$ cat config.mk
export PLATFORM = sky130hd
export DESIGN_NAME = mfv_delay
export DESIGN_NICKNAME = d
export VERILOG_FILES = /design/src/hdl/manning_flow_velocity_macros.svh /design/src/hdl/mfv_delay.sv
export SDC_FILE = /design/constraint.sdc
export NUM_CORES = 1
export LEC_CHECK = 0
export BUFFER_PORTS_ARGS = -buffer_cell sky130_fd_sc_hd__buf_4
export CAP_MARGIN = 20
export CELL_PAD_IN_SITES_DETAIL_PLACEMENT = 1
export CELL_PAD_IN_SITES_GLOBAL_PLACEMENT = 1
export CORE_MARGIN = 1
export CORE_UTILIZATION = 25
export CTS_CLUSTER_DIAMETER = 40
export DETAILED_ROUTE_END_ITERATION = 16
export GPL_TIMING_DRIVEN = 0
export PLACE_DENSITY = 0.53
export SLEW_MARGIN = 20
export SYNTH_ARGS = -nofsm -noshare
export SYNTH_HDL_FRONTEND = slang
export SYNTH_SLANG_ARGS = --single-unit
export TNS_END_PERCENT = 5
$ cat constraint.sdc
create_clock -name clk -period 1 [get_ports clk]
set_input_delay 0.05 -clock clk [delete_from_list [all_inputs] [get_ports clk]]
set_output_delay 0.05 -clock clk [all_outputs]
set_load 0.01 [all_outputs]
$ cat src/hdl/manning_flow_velocity_macros.svh
// ----------------------------------------------------------------------------
// Manning flow velocity assertion macros
// Concurrent assertion wrappers, clocked on clk; compiled out by NO_ASSERTIONS.
// ----------------------------------------------------------------------------
`ifndef MANNING_FLOW_VELOCITY_MACROS_SVH
`define MANNING_FLOW_VELOCITY_MACROS_SVH

`ifndef NO_ASSERTIONS
// check outside reset
`define MFV_ASSERT(lbl, prop, msg) \
  lbl: assert property (@(posedge clk) disable iff (rst) prop) else $error(msg);
// check on every edge, reset included
`define MFV_ASSERT_ALWAYS(lbl, prop, msg) \
  lbl: assert property (@(posedge clk) prop) else $error(msg);
`else
`define MFV_ASSERT(lbl, prop, msg)
`define MFV_ASSERT_ALWAYS(lbl, prop, msg)
`endif

`endif

$ cat src/hdl/mfv_delay.sv
// ----------------------------------------------------------------------------
// Manning flow velocity delay line
// Fixed-depth shift line that keeps side data aligned with the arithmetic.
// ----------------------------------------------------------------------------
module mfv_delay #(
  parameter int W     = 8,
  parameter int DEPTH = 2
) (
  input  logic         clk,
  input  logic         en,
  input  logic [W-1:0] din,
  output logic [W-1:0] dout
);

  logic [W-1:0] sr [DEPTH];

  always_ff @(posedge clk) begin
    if (en) begin
      sr[0] <= din;
      for (int i = 1; i < DEPTH; i++) begin
        sr[i] <= sr[i-1];
      end
    end
  end

  assign dout = sr[DEPTH-1];

endmodule

==> reports/metrics.yaml <==
yosys:
  ys_seq_elements: 16
  ys_seq_area_share_pct: 88.9
  postSynthAreaPerCell_um2: 22.5
  yosys_warnings: 0
  syn_inst: 24
  synth_area_um2: 541
  synth_fp_nets: 34
  ys_types: 2
critical_path:
  crit_fanout: 1
  end_kind: "output port"
  max_stage_delay_ps: 370
  cp.depth: 2
  critical-path-top-delay-family: "flip-flops"
  required_ps: 950
  worst-setup-path-type: "flop to output port"
  slowest_stage: "edfxtp_1"
  reg2regPathDepth: 0
  path_common_cell: "buf_4"
  crit_buf_inv: 2
  startpoint_type: "flop"
  critPathArrivalTime_ps: 910
  crit_chain: "buf_4 -> buf_4"
finish:
  top_register: "sr"
  post-route-util_pct: 40.6
  stdcell_count: 79
  multiInputGateArea_um2: 0
  drive_above_1_share_pct: 51.9
  multi_input_gates: 0
  layout_common_cells: "buf_4 (21), edfxtp_1 (16), dlygate4sd3_1 (8), clkbuf_4 (3), buf_6 (3)"
  final_common_cell: "buf_4"
  fin_nets: 63
  area_delta_synth_final_pct: 50.2
  num_antenna_cells: 0
  reg.largest.list: "sr x16"
  largest_register_ffs: 16
timing:
  tightest_slew_ps: 204
  hold_violations: 0
  layout_setup_ws_ps: 37.3
  slew_violations: 0
  layout_min_cycle_time_ps: 963
  post-route-period-util_pct: 96.3
  slew_headroom_pct: 86.4
  fmax_ghz: 1.04
  skew_ps: 2.91
  rsz0062_at_grt: "true"
  setup_violations: 0
detailed_routing:
  drc: 0
  postRouteAntennaNets: 0
  via_count: 280
  drt_wl_total_um: 790
  wl_per_cell_um: 10.0
  drtIter0Drc: 1
  via_per_inst: 3.54
  firstDrtPassIters: 2
clock_network:
  cts_buffers: 3
  clock_latency_ps: 270
  clk_path_buf_depth: 2
  cts.sink_count: 16
  clk_pin_slew_worst_paths_ps: 90
  htreeDepth: 1
  cts-root-buf: "clkbuf_4"
  cts_tree: "built"
grt:
  grt_max_degree: 17
  gr-usage-all-layers_pct: 8.05
  antenna_found_initial: 0
  grt_pass1_vias: 321
  grt-ovfl-total: 0
  grt_pass1_wl_um: 1370
floorplanning:
  ios: 18
  fp.dieArea_um2: 2350
  die_y_um: 48.5
  chipWidth_um: 48.5
  core_area_um2: 2000
  rows: 16
  start_util_pct: 27.0
place:
  gp_congestion: 0.632
  io_buffers: 17
  place_inst: 68
  dp_slack_ps: 314
job:
  cap_violations: 0
power_and_ir_drop:
  finalPower_mw: 1.27
  irDropWorstVdd_uv: 835
  cellPowerDensity_nw_per_um2: 1560
  leakage_nw: 0.324
status:
  status: "completed"
worst_hold_path:
  holdCritPathClass: "input port to flop"
  min_path_cells: 1
-- cell usage after synthesis --
library cell  count  area share [%]
edfxtp_1         16              89
buf_4             8              11
-- report_power, final --
| group | total, mW | internal (mW) | switching, mW |
|---|---|---|---|
| Combinational | 0.137 | 0.0924 | 0.0448 |
| Clock | 0.325 | 0.144 | 0.181 |
| Sequential | 0.808 | 0.794 | 0.0134 |
| Total | 1.27 | 1.03 | 0.239 |
-- per-stage QoR --
step                cell area [um^2]  TNS (ps)  hold slack, ps
floorplan                        541         0             149
global placement                 702         0             228
detailed placement               702         0             230
CTS                              808         0             129
global route                     812     -11.6             132
finish                           812         0             146
-- kinds of logic after synthesis --
logic type	Yosys count	synth area share, %
buffers and inverters	8	11.1
flip-flops	16	88.9
-- timing repair --
item	4_1_cts	5_1_grt
hold buffers	8	0
buffers inserted	0	0
setup endpoints to repair	0	5
gates resized for setup	0	3
endpoints found under the hold margin	8	0
-- layout make-up --
class,count,area (um^2)
fillers,212,1190
clock inverters,1,3.75
plain buffers,7,52.6
clock buffers,3,22.5
flip-flops and latches,16,480
well taps,27,33.8
repair buffers,25,219
-- per-layer routing --
metal	part of all wire (%)	track usage, %
met1	37	7.36
met2	59	16.0
met3	2.3	1.89
met4	1.3	4.41
met5	0	0
-- path summary, 6_finish.rpt --
path              startpoint         to  slack [ps]
hold reg to reg     sr[0][0]   sr[0][8]         430
setup reg to reg    sr[0][4]  sr[0][12]         360
setup / recovery    sr[0][8]    dout[0]          40
hold / removal            en   sr[0][0]         150
(Power assumes the default switching activity.)
