[config.mk]
export PLATFORM = sky130hd
export DESIGN_NAME = mfv_isqrt
export DESIGN_NICKNAME = d
export VERILOG_FILES = /design/src/hdl/manning_flow_velocity_macros.svh /design/src/hdl/mfv_isqrt.sv
export SDC_FILE = /design/constraint.sdc
export NUM_CORES = 2
export LEC_CHECK = 0
export CORE_MARGIN = 2
export CORE_UTILIZATION = 45
export DETAILED_ROUTE_END_ITERATION = 12
export DONT_BUFFER_PORTS = 1
export SKIP_LAST_GASP = 1
export SLEW_MARGIN = 10
export SYNTH_ARGS = -nofsm -noshare
export SYNTH_HDL_FRONTEND = slang
export SYNTH_SLANG_ARGS = --single-unit
export TNS_END_PERCENT = 100
[constraint.sdc]
create_clock -name clk -period 5.13 [get_ports clk]
set_input_delay 0.2565 -clock clk [delete_from_list [all_inputs] [get_ports clk]]
set_output_delay 0.2565 -clock clk [all_outputs]
set_load 0.1 [all_outputs]
[src/hdl/manning_flow_velocity_macros.svh]
// ----------------------------------------------------------------------------
// Manning flow velocity assertion macros
// Concurrent assertion wrappers, clocked on clk; compiled out by NO_ASSERTIONS.
// ----------------------------------------------------------------------------
`ifndef MANNING_FLOW_VELOCITY_MACROS_SVH
`define MANNING_FLOW_VELOCITY_MACROS_SVH

`ifndef NO_ASSERTIONS
// check outside reset
`define MFV_ASSERT(lbl, prop, msg) \
  lbl: assert property (@(posedge clk) disable iff (rst) prop) else $error(msg);
// check on every edge, reset included
`define MFV_ASSERT_ALWAYS(lbl, prop, msg) \
  lbl: assert property (@(posedge clk) prop) else $error(msg);
`else
`define MFV_ASSERT(lbl, prop, msg)
`define MFV_ASSERT_ALWAYS(lbl, prop, msg)
`endif

`endif

[src/hdl/mfv_isqrt.sv]
// ----------------------------------------------------------------------------
// Manning flow velocity square root
// Pipelined digit-by-digit integer square root, one result bit per stage.
// ----------------------------------------------------------------------------
module mfv_isqrt #(
  parameter int XW = 48,
  parameter int YW = 24
) (
  input  logic          clk,
  input  logic          en,
  input  logic [XW-1:0] x,
  output logic [YW-1:0] y
);

  // rem holds x - root^2
  logic [XW-1:0] rem  [YW];
  logic [YW-1:0] root [YW];

  for (genvar i = 0; i < YW; i++) begin : g_step
    localparam int B = YW - 1 - i;
    logic [XW-1:0] rem_in;
    logic [YW-1:0] root_in;
    logic [XW+1:0] delta;
    logic          take;

    if (i == 0) begin : g_first
      assign rem_in  = x;
      assign root_in = '0;
    end else begin : g_next
      assign rem_in  = rem[i-1];
      assign root_in = root[i-1];
    end

    // (root + 2^B)^2 - root^2
    assign delta = ((XW+2)'(root_in) << (B + 1)) | ((XW+2)'(1) << (2 * B));
    assign take  = ((XW+2)'(rem_in) >= delta);

    always_ff @(posedge clk) begin
      if (en) begin
        rem[i]  <= take ? rem_in - delta[XW-1:0] : rem_in;
        root[i] <= take ? (root_in | (YW'(1) << B)) : root_in;
      end
    end
  end

  assign y = root[YW-1];

endmodule

==> impl_metrics.yaml <==
route:
  post_drt_wl_per_cell_um: 18.7
  via_per_inst: 5.48
  vias: 41400
  first_iter_violations: 3017
  dr.pass1.iters: 5
  wl_um: 141000
  ant_nets: 0
  drc_errors: 0
worst_setup_path:
  rr_worst_depth: 10
  worstPathCellList: "inv_1, ha_1, nand4_1, nor2_1, a21boi_0, o31ai_1, o21ai_0, nor4b_1, nor4_1, xor2_1"
  crit_end: "rem[2][286]"
  crit_slowest_cell: "nor4b_1"
  start_kind: "flip-flop"
  startpoint: "root[2][108]"
  arrival_ps: 4540
  cp_slowest_stage_delay_ps: 890
  worst_setup_path_end_kind: "flip-flop"
  path_delay_family: "simple AND/OR/NAND/NOR gates"
  worstPathMaxFanout: 6
  path_buf_inv: 1
  cp_num_cells: 10
  rrSetupSlack_ps: 1100
  reg2reg_from: "root[2][108]"
  reg2reg_to: "rem[2][286]"
  required_ps: 5640
  path_class: "reg2reg"
run:
  maxCapViolCount: 0
hold_path:
  hold_path.class: "in2reg"
  min_from: "x[35]"
timing:
  fin_crit_sh_pct: 78.5
  finalMaxSlewViolations: 0
  slew-limit-headroom_pct: 9.08
  tns_ps: 0
  hold_viol: 0
  rsz0062_at_grt: "false"
  finalSetupViolCount: 0
  max_freq_mhz: 248
  tightest_slew_ps: 1360
  final.min_clock_period_ps: 4030
  fin_skew_ps: 58.8
  setup_slack_ps: 1100
synth:
  synth-async-reset-ratio_pct: 0
  ys_seq_area_share_pct: 62.6
  synth_area_sq_um: 67300
  synth_xor_area_share_pct: 6.19
  ys_ff_latch: 1404
  synthCells: 5354
  synth-simple-area-share_pct: 11.9
  synth_nets: 5726
  muxShareOfSynthArea_pct: 0.721
  yosysWarnings: 0
  synth-edff-count: 1404
  syn_avg_cell_area_sq_um: 12.6
  synth_compound_area_share_pct: 9.78
  synth_flop_cell: "edfxtp_1"
  synth_cell_type_count: 86
  synthAdderAreaFrac_pct: 5.98
  synth_top_family_by_area: "simple AND/OR/NAND/NOR gates"
place:
  placed_area_sq_um: 69800
  gp_congestion: 0.872
  pre_cts_slack_ps: 1180
  port_buffers: 0
  dp_hpwl_um: 103000
clocking:
  cts.path.max_buffers: 3
  cts_root_buf: "clkbuf_16"
  post_cts_buffers: 0
  numClockSinks: 1404
  clkLatencyLatePin_ps: 780
  htree_levels: 4
  clk_pin_slew_ps: 60
  cts_made_buffers: 150
  cts_tree: "done"
layout:
  design_area_sq_um: 75400
  nNetsFinal: 5868
  final_cell_mix: "edfxtp_1 (1404), inv_1 (403), nand2_1 (386), nor2_1 (334), ha_1 (322)"
  areaGrowthSynthToFinish_pct: 11.9
  n_antenna_cell: 0
  final_common_cell: "edfxtp_1"
  drive_gt1_share_pct: 6.14
die:
  std_cell_rows: 141
  die_y_um: 391
  start_util_pct: 45.4
  die_w_um: 391
  floorplan.die_area_sq_um: 153000
  coreArea_sq_um: 148000
  pin_count: 74
power_and_ir_drop:
  intPower_mw: 23.3
  powerDensity_nw_per_um2: 429
  p_seq_share_pct: 48.2
  pwr-share-comb_pct: 18.2
  p_leak_nw: 28.0
  p_switching_mw: 9.10
  vdd_drop_max_v: 0.000514
  p_sw_share_pct: 28.1
  clkPwrFrac_pct: 33.5
global_routing:
  grt_start_max_net_pins: 263
  grt.overflow.total: 0
  grt_antenna_before_repair: 0
  grt_pass1_vias: 40200
  grt_pass1_wl_um: 222000
  track_usage_pct: 18.4
run_status:
  status: "completed"
worst reg2reg max path, stage by stage, from the launching register on:
cell and delay [ps]:
edfxtp_1 400, inv_1 70, ha_1 390, nand4_1 150, nor2_1 370, a21boi_0 330, o31ai_1 170, o21ai_0 610
nor4b_1 890, nor4_1 190, xor2_1 190
cells by family after synthesis:
group | count (synthesis)
AND/OR/NAND/NOR | 1562
flip-flops | 1404
AO/OA/AOI/OAI | 1046
buffers and inverters | 500
XOR/XNOR | 476
adder cells (fa/ha/maj) | 322
multiplexers | 44
power groups by stage:
stage	sequential (mW)	combinational [mW]	clock, mW
finish	15.6	5.90	10.8
detailed placement	15.9	5.81	0
global placement	15.9	5.76	0
CTS	15.6	5.89	11.1
floorplan	15.4	4.38	0
global route	15.8	6.61	11.6
cell usage after synthesis (43+ instances only):
library cell  instances  area, sq um
edfxtp_1           1404        42200
inv_1               403         1510
nand2_1             386         1450
nor2_1              335         1260
ha_1                322         4030
a21oi_1             321         1610
o21ai_0             253         1270
xnor2_1             240         2100
xor2_1              236         2070
nor4_1              192         1200
nor3_1              144          721
a21o_1              105          788
nand3_1              84          420
clkbuf_1             70          263
nand4_1              69          432
o21a_1               65          488
nand2b_1             52          325
or3_1                50          313
nor2b_1              43          269
sequential cells by signal, summed over array words and instances, names as in the netlist:
name  flops
rem    1104
root    300
worst min-delay path by stage:
stage	end	slack [ps]	cells past startpoint
2_1_floorplan	rem[0][0]	360	0
3_3_place_gp	rem[0][22]	360	0
3_5_place_dp	rem[0][22]	360	0
4_1_cts	rem[0][36]	60	1
5_1_grt	rem[0][7]	100	1
6_report	rem[0][35]	130	1
per-layer routing:
layer / vias up / part of all wire [%] / global-route usage [%]
li1: 20400 / - / -
met1: 20100 / 44 / 23.8
met2: 701 / 51 / 32.2
met3: 209 / 3.5 / 2.77
met4: 0 / 2.0 / 4.85
met5: - / 0 / 0
final cells by class:
type | count | area [sq um]
multi-input cells | 3450 | 23300
well taps | 1930 | 2410
fillers | 12700 | 72800
inverters | 406 | 1520
clock buffers | 174 | 3860
repair buffers | 84 | 958
clock inverters | 104 | 1130
flip-flops and latches | 1404 | 42200
metrics by stage:
step / util, % / total power [mW] / instances / hold WS, ps
finish: 50.9 / 32.4 / 7552 / 128
global route: 50.9 / 34.0 / 7552 / 97.9
CTS: 50.8 / 32.6 / 7549 / 63.2
detailed placement: 47.1 / 21.7 / 7221 / 355
global placement: 47.1 / 21.6 / 7220 / 355
floorplan: - / 19.7 / 5354 / 355
repair_timing:
| item | in CTS | in global routing |
|---|---|---|
| endpoints found under the hold margin | 52 | 78 |
| hold buffers | 50 | 1 |
| gates resized for setup | 0 | 0 |
(Power assumes the default switching activity.)
