`src/hdl/manning_flow_velocity_macros.svh`:
```
// ----------------------------------------------------------------------------
// Manning flow velocity assertion macros
// Concurrent assertion wrappers, clocked on clk; compiled out by NO_ASSERTIONS.
// ----------------------------------------------------------------------------
`ifndef MANNING_FLOW_VELOCITY_MACROS_SVH
`define MANNING_FLOW_VELOCITY_MACROS_SVH

`ifndef NO_ASSERTIONS
// check outside reset
`define MFV_ASSERT(lbl, prop, msg) \
  lbl: assert property (@(posedge clk) disable iff (rst) prop) else $error(msg);
// check on every edge, reset included
`define MFV_ASSERT_ALWAYS(lbl, prop, msg) \
  lbl: assert property (@(posedge clk) prop) else $error(msg);
`else
`define MFV_ASSERT(lbl, prop, msg)
`define MFV_ASSERT_ALWAYS(lbl, prop, msg)
`endif

`endif

```
`src/hdl/mfv_mul_split.sv`:
```
// ----------------------------------------------------------------------------
// Manning flow velocity wide multiplier
// Two-stage product: two partial products of the split operand, then a sum.
// ----------------------------------------------------------------------------
module mfv_mul_split #(
  parameter int AW = 39,
  parameter int BW = 24
) (
  input  logic             clk,
  input  logic             en,
  input  logic [AW-1:0]    a,
  input  logic [BW-1:0]    b,
  output logic [AW+BW-1:0] p
);

  localparam int LW = AW / 2;
  localparam int HW = AW - LW;

  logic [LW+BW-1:0] plo;
  logic [HW+BW-1:0] phi;

  always_ff @(posedge clk) begin
    if (en) begin
      plo <= a[LW-1:0] * b;
      phi <= a[AW-1:LW] * b;
      p   <= {phi, {LW{1'b0}}} + (AW+BW)'(plo);
    end
  end

endmodule

```
`config.mk`:
```
export PLATFORM = sky130hd
export DESIGN_NAME = mfv_mul_split
export DESIGN_NICKNAME = d
export VERILOG_FILES = /design/src/hdl/manning_flow_velocity_macros.svh /design/src/hdl/mfv_mul_split.sv
export SDC_FILE = /design/constraint.sdc
export NUM_CORES = 2
export LEC_CHECK = 0
export ABC_AREA = 1
export BUFFER_PORTS_ARGS = -buffer_cell sky130_fd_sc_hd__buf_2
export CAP_MARGIN = 0
export CORE_MARGIN = 4
export CORE_UTILIZATION = 40
export CTS_CLUSTER_DIAMETER = 60
export CTS_CLUSTER_SIZE = 30
export DETAILED_ROUTE_END_ITERATION = 10
export GPL_TIMING_DRIVEN = 1
export HOLD_SLACK_MARGIN = 0.03
export MAX_ROUTING_LAYER = met4
export PLACE_DENSITY = 0.6
export SLEW_MARGIN = 20
export SYNTH_ARGS = -nofsm -noshare
export SYNTH_HDL_FRONTEND = slang
export SYNTH_SLANG_ARGS = --single-unit
```
`constraint.sdc`:
```
create_clock -name clk -period 10.3 [get_ports clk]
set_clock_uncertainty 0.05 [all_clocks]
set_input_delay 2.06 -clock clk [delete_from_list [all_inputs] [get_ports clk]]
set_output_delay 2.06 -clock clk [all_outputs]
set_load 0.03 [all_outputs]
```
==> impl_metrics.tcl <==
set metrics [dict create \
    finalSetupViolCount 0 \
    crit_type "input port to flip-flop" \
    final_cell_area_sq_um 42410 \
    postPlaceCellArea_sq_um 41830 \
    outcome "complete, no violations" \
    path_cells "buf_2 > nand2_1 > fa_1 > fa_1 > fa_1 > inv_1 > fa_1 > fa_1 > fa_1 > inv_1 > fa_1 > inv_1 > ha_1 > nand2_1 > nor2_1 > nand2_1 > nor2_1 > nand2_1 > nand3_2 > nand2_1 > nand3_1 > nand2_1" \
    critical_path.startpoint "b[18]" \
    ant_nets 0 \
    endpoint_kind "flip-flop" \
    setup.worst_path.start_class "input port" \
    grt.busiest_layer "met2" \
    gr-usage-met2_pct 36.54 \
    drive_gt1_share_pct 4.820 \
    hold_class "flip-flop to flip-flop" \
    cts_buffers 17 \
    initial_core_util_pct 40.53 \
    worstMarginPinSlew_ns 1.170 \
    clkTransAtPathRegs_ns 0.06 \
    ys_seq_elements 150 \
    async_flop_share_pct 0 \
    dieArea_sq_um 105300 \
    clock-root-buffer "clkbuf_16" \
    routed_wl_mm 114.2 \
    syn-cell-area_sq_um 40060 \
    pin_count 128 \
    r2r_cells 10 \
    overflow 0 \
    clk_latency_ns 0.45 \
    post_cts_buffers 0 \
    synth_top_area_cell "fa_1" \
    worstPathRequired_ns 10.45 \
    setup_slack_ns 2.256 \
    ctsResizeCount 0 \
    core-area_sq_um 98850 \
    routedWlPerCell_microns 17.30 \
    slew_headroom_pct 22.00 \
    r2r_slack_ns 8.03 \
    critPathTopFamily "adder cells" \
    rsz0062_at_grt "false" \
    fin_tns_setup_ns 0 \
    critPathBufInv 4 \
    fp.dieH_microns 324.5 \
    ys.flop_type "edfxtp_1" \
    fmax_mhz 124.3 \
    area_delta_synth_final_pct 5.865 \
    maxCapViolCount 0 \
    yosys_warnings 0 \
    die_w_microns 324.5 \
    grtUsageTotal_pct 22.93 \
    synth.most_common_cell "nand2_1" \
    endpoint "phi[40]$_DFFE_PP_" \
    grt_pass1_vias 33320 \
    synth.avg_cell_area_sq_um 7.552 \
    worstPathArrival_ns 8.19 \
    route.vias.total 31613 \
    grt_max_degree 64 \
    critPathSlowestCell "buf_2" \
    clk_path_buf_depth 2 \
    gp_congestion 0.9070 \
    hold_violations 0 \
    vias_per_cell 4.788 \
    num_rows 115 \
    yosys-top-cells-area "fa_1 38%, nand2_1 16%, inv_1 15%, edfxtp_1 11%, ha_1 9.6%" \
    slowest_delay_ns 0.85 \
    grtUsageMet3_pct 2.464 \
    tritoncts "built" \
    grt_use_met1_pct 32.13 \
    cts_max_level 4 \
    pre_cts_ws_ns 1.833 \
    slew_viol_final 0 \
    fin_nets 6436 \
    syn_inst 5305 \
    port-buffer-count 127 \
    cp_max_fo 39 \
    timing.final.crit_share_pct 78.09 \
    synth_edf_count 150 \
    rr_startpoint "plo[42]$_DFFE_PP_" \
    r2r_end "p[52]$_DFFE_PP_" \
    drc 0 \
    crit_top_cell "fa_1" \
    syn_nets 6442 \
    grt_pass1_wl_mm 184.9 \
    ys_types 35 \
    post-synth-top-area-fraction_pct 38.28 \
    cts.sinks 150 \
    hpwl_mm 91.76 \
    synthTopCellsByCount "1692 x nand2_1, 1644 x inv_1, 766 x fa_1, 306 x ha_1, 161 x clkbuf_1" \
    firstDrtPassIters 5 \
    hold_buffers 0 \
    instances_no_fill 6602 \
    antenna_found_initial 4 \
    path_depth 22 \
    place_inst 6567 \
    fin_crit_ns 8.044 \
    drt_iter0_drc 2133 \
    yosysSeqAreaShare_pct 11.24 \
]
==> placed cells by master, fill, tap and decap left out, types with 8 or more instances in the layout <==
cell / netlist / final
xnor2_1: 20 / 20
o21ai_0: 26 / 26
nand3_2: 17 / 17
inv_1: 1644 / 1644
buf_2: 0 / 126
nor2_2: 13 / 13
nor3_1: 22 / 22
fa_1: 766 / 766
nand2_1: 1692 / 1692
edfxtp_1: 150 / 150
xor2_1: 56 / 56
clkbuf_16: 0 / 17
ha_1: 306 / 306
buf_4: 0 / 22
nand2_2: 30 / 30
nand3_1: 88 / 88
a31oi_1: 8 / 8
nor2_1: 154 / 154
nand4_1: 10 / 10
a21oi_1: 81 / 81
==> area by class of cell <==
| class | instances | area (sq um) |
|---|---|---|
| diodes | 4 | 10.01 |
| well taps | 1287 | 1610 |
| repair buffers | 149 | 807.0 |
| clock buffers | 17 | 425.4 |
| multi-input cells | 3330 | 28710 |
| inverters | 1651 | 6197 |
| fillers | 10121 | 56440 |
| flip-flops and latches | 150 | 4504 |
| clock inverters | 14 | 150.1 |
==> worst register-to-register path, stage by stage, from the launching register on <==
cell	delay [ns]
edfxtp_1	0.45
ha_1	0.44
nand2_1	0.14
nor2_1	0.31
nand2_1	0.09
nor2_1	0.19
nand2_1	0.10
nand3_2	0.11
nand2_1	0.06
nand2_1	0.06
nand2_1	0.05
==> routing by layer <==
layer / share of wire (%) / vias up
li1: - / 14890
met1: 46 / 15617
met2: 46 / 984
met3: 6.4 / 122
met4: 1.8 / 0
met5: 0 / -
==> registers in the layout (all words and copies together) (netlist names) <==
signal  cells
p          63
phi        44
plo        43
==> through the flow <==
stage          util, %  hold WS, ns
2_1_floorplan        -       0.3503
3_3_place_gp     42.31       0.3513
3_5_place_dp     42.31       0.3554
4_1_cts          42.89       0.3711
5_1_grt          42.90       0.3720
6_report         42.90       0.3698
==> worst min-delay path by stage <==
stage / cells after the start / to / slack [ns] / from
finish: 0 / p[6]$_DFFE_PP_ / 0.37 / plo[6]$_DFFE_PP_
global route: 0 / p[12]$_DFFE_PP_ / 0.37 / plo[12]$_DFFE_PP_
detailed placement: 0 / p[6]$_DFFE_PP_ / 0.36 / plo[6]$_DFFE_PP_
global placement: 0 / p[6]$_DFFE_PP_ / 0.35 / plo[6]$_DFFE_PP_
CTS: 0 / p[10]$_DFFE_PP_ / 0.37 / plo[10]$_DFFE_PP_
floorplan: 0 / p[0]$_DFFE_PP_ / 0.35 / plo[0]$_DFFE_PP_
==> logic make-up (layout without fill, tap and decap cells) <==
| group | count (synthesis) | count (layout) | share of synthesized area, % |
|---|---|---|---|
| compound gates | 123 | 123 | 1.605 |
| flops | 150 | 150 | 11.24 |
| buf+inv | 1825 | 1831 | 17.10 |
| xor+xnor | 76 | 76 | 1.662 |
| fa+ha+maj | 1072 | 1072 | 47.83 |
| other cells | 0 | 4 | 0 |
| simple gates | 2059 | 2059 | 20.56 |
Power is left out: the tool's default activity adds up to more than one toggle a clock period on the data nets, which glitch-free logic cannot reach.
