File: config.mk
export PLATFORM = sky130hd
export DESIGN_NAME = mfv_div
export DESIGN_NICKNAME = d
export VERILOG_FILES = /design/src/hdl/manning_flow_velocity_macros.svh /design/src/hdl/mfv_div.sv
export SDC_FILE = /design/constraint.sdc
export NUM_CORES = 2
export LEC_CHECK = 0
export ABC_AREA = 1
export BUFFER_PORTS_ARGS = -buffer_cell sky130_fd_sc_hd__buf_2
export CORE_MARGIN = 2
export CORE_UTILIZATION = 47
export CTS_CLUSTER_DIAMETER = 60
export DETAILED_ROUTE_END_ITERATION = 6
export PLACE_DENSITY = 0.72
export SETUP_SLACK_MARGIN = 0.02
export SYNTH_ARGS = -nofsm -noshare
export SYNTH_HDL_FRONTEND = slang
export SYNTH_SLANG_ARGS = --single-unit
File: constraint.sdc
create_clock -name clk -period 4.9 [get_ports clk]
set_input_delay 0.245 -clock clk [delete_from_list [all_inputs] [get_ports clk]]
set_output_delay 0.245 -clock clk [all_outputs]
set_load 0.02 [all_outputs]
File: src/hdl/manning_flow_velocity_macros.svh
// ----------------------------------------------------------------------------
// Manning flow velocity assertion macros
// Concurrent assertion wrappers, clocked on clk; compiled out by NO_ASSERTIONS.
// ----------------------------------------------------------------------------
`ifndef MANNING_FLOW_VELOCITY_MACROS_SVH
`define MANNING_FLOW_VELOCITY_MACROS_SVH

`ifndef NO_ASSERTIONS
// check outside reset
`define MFV_ASSERT(lbl, prop, msg) \
  lbl: assert property (@(posedge clk) disable iff (rst) prop) else $error(msg);
// check on every edge, reset included
`define MFV_ASSERT_ALWAYS(lbl, prop, msg) \
  lbl: assert property (@(posedge clk) prop) else $error(msg);
`else
`define MFV_ASSERT(lbl, prop, msg)
`define MFV_ASSERT_ALWAYS(lbl, prop, msg)
`endif

`endif

File: src/hdl/mfv_div.sv
// ----------------------------------------------------------------------------
// Manning flow velocity divider
// Pipelined restoring divider, one quotient bit per stage; the starting
// remainder must be below the divisor.
// ----------------------------------------------------------------------------
module mfv_div #(
  parameter int DW = 16,
  parameter int QW = 39
) (
  input  logic          clk,
  input  logic          en,
  input  logic [DW-1:0] divisor,
  input  logic [DW-1:0] rem_init,
  input  logic [QW-1:0] low,
  output logic [QW-1:0] quo
);

  logic [DW-1:0] rem [QW];
  logic [DW-1:0] dv  [QW];
  // dividend bits shift out the top while quotient bits shift in below
  logic [QW-1:0] lq  [QW];

  for (genvar i = 0; i < QW; i++) begin : g_step
    logic [DW-1:0] rem_in;
    logic [DW-1:0] dv_in;
    logic [QW-1:0] lq_in;
    logic [DW:0]   cur;
    logic [DW:0]   diff;
    logic          take;

    if (i == 0) begin : g_first
      assign rem_in = rem_init;
      assign dv_in  = divisor;
      assign lq_in  = low;
    end else begin : g_next
      assign rem_in = rem[i-1];
      assign dv_in  = dv[i-1];
      assign lq_in  = lq[i-1];
    end

    assign cur  = {rem_in, lq_in[QW-1]};
    assign diff = cur - (DW+1)'(dv_in);
    assign take = (cur >= (DW+1)'(dv_in));

    always_ff @(posedge clk) begin
      if (en) begin
        rem[i] <= take ? diff[DW-1:0] : cur[DW-1:0];
        dv[i]  <= dv_in;
        lq[i]  <= {lq_in[QW-2:0], take};
      end
    end
  end

  assign quo = lq[QW-1];

endmodule

==> results.sh <==
export IMPL_status="finished, final reports clean"
export IMPL_required_ps=5530
export IMPL_cap_violations=0
export IMPL_fillers=24900
export IMPL_p_per_area_nw_per_um2=598
export IMPL_cts_tree="done"
export IMPL_die_height_um=538
export IMPL_ys_types=41
export IMPL_cts_sinks=2737
export IMPL_dp_slack_ps=2230
export IMPL_synth_yosys_seq_area_share_pct=61.3
export IMPL_core_um2=284000
export IMPL_crit_path_start_kind="flop"
export IMPL_power_mw=89.7
export IMPL_fmax_mhz=374
export IMPL_path_clk_slew_ps=60
export IMPL_synth_edff_count=2737
export IMPL_rows=196
export IMPL_nets=14500
export IMPL_drtIter0Drc=7008
export IMPL_numPortBuffers=111
export IMPL_antenna_found_initial=4
export IMPL_syn_inst=13400
export IMPL_final_util_pct=52.8
export IMPL_cts_root_buf="clkbuf_16"
export IMPL_crit_path_top_delay_cell="inv_1"
export IMPL_num_vias=87300
export IMPL_timing_rr_end="rem[5][14]"
export IMPL_wire_per_inst_um=15.8
export IMPL_cp_slowest_stage_delay_ps=430
export IMPL_yosysTopAreaCell="edfxtp_1"
export IMPL_cp_end_kind="flop"
export IMPL_clock_skew_ps=93.9
export IMPL_gr_usage_all_layers_pct=19.3
export IMPL_avgSynthCellArea_um2=10.0
export IMPL_crit_fanout=20
export IMPL_r2r_cells=10
export IMPL_syn_to_final_growth_pct=12.1
export IMPL_ios=112
export IMPL_grt_overflow=0
export IMPL_place_hpwl_um=202000
export IMPL_post_route_period_util_pct=54.5
export IMPL_p_leak_nw=69.6
export IMPL_synth_area_leaders="edfxtp_1 61%, nand2_1 13%, inv_1 6.7%"
export IMPL_r2r_slack_ps=2230
export IMPL_grt_start_max_net_pins=156
export IMPL_place_gp_congestion=0.919
export IMPL_clkLatencyLatePin_ps=920
export IMPL_ir_worst_vdd_mv=0.358
export IMPL_rsz0062_at_grt="no"
export IMPL_max_slew_margin_pct=37.7
export IMPL_hold_violations=0
export IMPL_wl_um=282000
export IMPL_seqCellArea_um2=82200
export IMPL_setup_violations=0
export IMPL_drc=0
export IMPL_min_path_type="in -> reg"
export IMPL_drive_gt1_share_pct=6.11
export IMPL_via_per_inst=4.90
export IMPL_synthArstFlopShare_pct=0
export IMPL_finalSetupTns_ps=0
export IMPL_post_cts_setup_buffers=0
export IMPL_fin_ws_ps=2230
export IMPL_floorplan_initialDensity_pct=47.1
export IMPL_syn_nets=14100
export IMPL_synth_seq_cells=2737
export IMPL_arrival_ps=3300
export IMPL_ys_warn_count=0
export IMPL_synthDominantCellAreaShare_pct=61.3
export IMPL_grt_pass1_wl_um=449000
export IMPL_die_w_um=538
export IMPL_drv_slew=0
export IMPL_worstPathCellList="ha_1 -> nand2_1 -> inv_1 -> nand2_1 -> nor3_1 -> nand2_1 -> nand2_2 -> inv_1 -> nand2_1 -> nand2_1"
export IMPL_startpoint="rem[4][27]"
export IMPL_fin_crit_ps=2670
export IMPL_grt_pass1_vias=83500
export IMPL_postRouteAntennaNets=0
export IMPL_worst_hold_slack_ps=69.0
export IMPL_htree_levels=5
export IMPL_cts_buffer_depth=4
export IMPL_worst_pin_slew_ps=935
export IMPL_worst_setup_path_type="reg -> reg"
export IMPL_netlist_area_um2=134000
export IMPL_r2r_start="rem[4][27]"
export IMPL_cts_buffers=311
export IMPL_multiInputGateArea_um2=41600
export IMPL_crit_end="rem[5][14]"
export IMPL_synth_ff_type="edfxtp_1"
export IMPL_crit_path_frequent_cell="nand2_1"
export IMPL_firstDrtPassIters=6
export IMPL_dieArea_um2=289000
==> logic make-up after synthesis <==
kind of cell / synth area share (%)
AO/OA/AOI/OAI: 1.71
XOR/XNOR: 1.54
buffers and inverters: 7.61
AND/OR/NAND/NOR: 21.4
flip-flops: 61.3
adder cells (fa/ha/maj): 6.40
==> power breakdown <==
group	leakage [nW]	internal, mW	switching (mW)
registers	26.8	31.5	2.54
clock network	4.92	13.5	9.63
logic	37.8	11.0	21.6
total	69.6	55.9	33.8
==> cells in the mapped netlist (3+ instances only) <==
library cell and n:
nand3_4 4, buf_12 5, fa_1 38, xor2_1 180, nand4_1 173, nand3b_1 93
xnor2_1 55, nor2_2 25, a21boi_2 3, nor2_1 475, clkbuf_2 15, inv_2 13
buf_6 45, o21bai_1 23, o21ai_1 11, nand3_2 36, nand2_1 4643, nand2_4 30
and3_1 18, nor4_2 10, a21oi_1 337, edfxtp_1 2737, o21a_1 29, buf_2 49
or2_2 29, nor3_1 103, nand3_1 968, inv_1 2408, buf_4 18, and2_1 31
ha_1 624, nor2_4 30, buf_8 3, o21ai_0 21, nand2_2 65
==> layer usage <==
| layer | up-vias | track usage (%) | part of all wire (%) | routed length, µm |
|---|---|---|---|---|
| met1 | 40300 | 26.4 | 45 | 126000 |
| met3 | 508 | 2.40 | 5.0 | 14200 |
| met5 | - | 0 | 0.0046 | 13 |
| met2 | 2130 | 32.2 | 47 | 133000 |
| met4 | 2 | 6.18 | 3.1 | 8790 |
| li1 | 44400 | - | - | - |
==> flip-flops by register name, indices dropped and copies added, names as in the netlist <==
name	cells
dv	608
lq	1521
rem	608
==> critical path, delay by kind of cell, from the launching register on <==
| kind | cells | cell delay [ps] |
|---|---|---|
| adder cells (fa/ha/maj) | 1 | 370 |
| buffers and inverters | 2 | 520 |
| flip-flops | 1 | 400 |
| AND/OR/NAND/NOR | 7 | 1100 |
==> layout make-up <==
cell class,count,area share [%]
Multi-Input combinational cell,8062,27.7
Timing Repair Buffer,261,1.51
Sequential cell,2737,54.7
Clock buffer,371,5.35
Antenna cell,5,0.00833
Clock inverter,186,1.49
Inverter,2421,6.05
Tap cell,3762,3.14
==> cell usage in the layout (no fill, tap or decap), types with 11 or more instances in the layout <==
cell type	synthesis	routed
nor2_1	475	475
o21bai_1	23	23
fa_1	38	38
nor2_2	25	25
clkinv_1	0	46
a21oi_1	337	337
dlygate4sd3_1	0	101
nand3_1	968	968
nand2_2	65	65
buf_4	18	24
o21a_1	29	29
xor2_1	180	180
and3_1	18	18
edfxtp_1	2737	2737
inv_6	0	20
nor2_4	30	30
o21ai_0	21	21
clkbuf_16	0	312
nand3b_1	93	93
nand2_1	4643	4643
nand3_2	36	36
or2_2	29	29
ha_1	624	624
nand4_1	173	173
nand2_4	30	30
o21ai_1	11	11
clkinv_2	0	31
inv_2	13	13
clkbuf_1	0	59
buf_12	5	26
inv_1	2408	2408
buf_2	49	110
and2_1	31	31
clkinv_16	0	11
bufinv_16	0	29
nor3_1	103	103
clkinvlp_4	0	20
xnor2_1	55	55
==> stage by stage <==
stage / instance area, µm² / std cells
finish: 150000 / 17800
global route: 150000 / 17800
CTS: 150000 / 17800
detailed placement: 139000 / 17100
global placement: 139000 / 17100
floorplan: 134000 / 13400
==> worst min-delay path by stage <==
stage	slack, ps	endpoint	start	cells after the start
after global placement	400	lq[1][56]	lq[1][16]	0
after global routing	30	lq[0][34]	low[33]	2
after detailed placement	400	lq[0][116]	lq[0][76]	0
after CTS	1	lq[0][36]	low[35]	2
final	70	dv[0][0]	divisor[0]	2
after floorplan	340	dv[0][0]	divisor[0]	0
==> timing repair <==
action / CTS / global route
endpoints found under the hold margin: 96 / 0
resized for setup: 0 / 0
hold buffers: 101 / 0
Note: power is estimated with default switching activity, not from simulation.
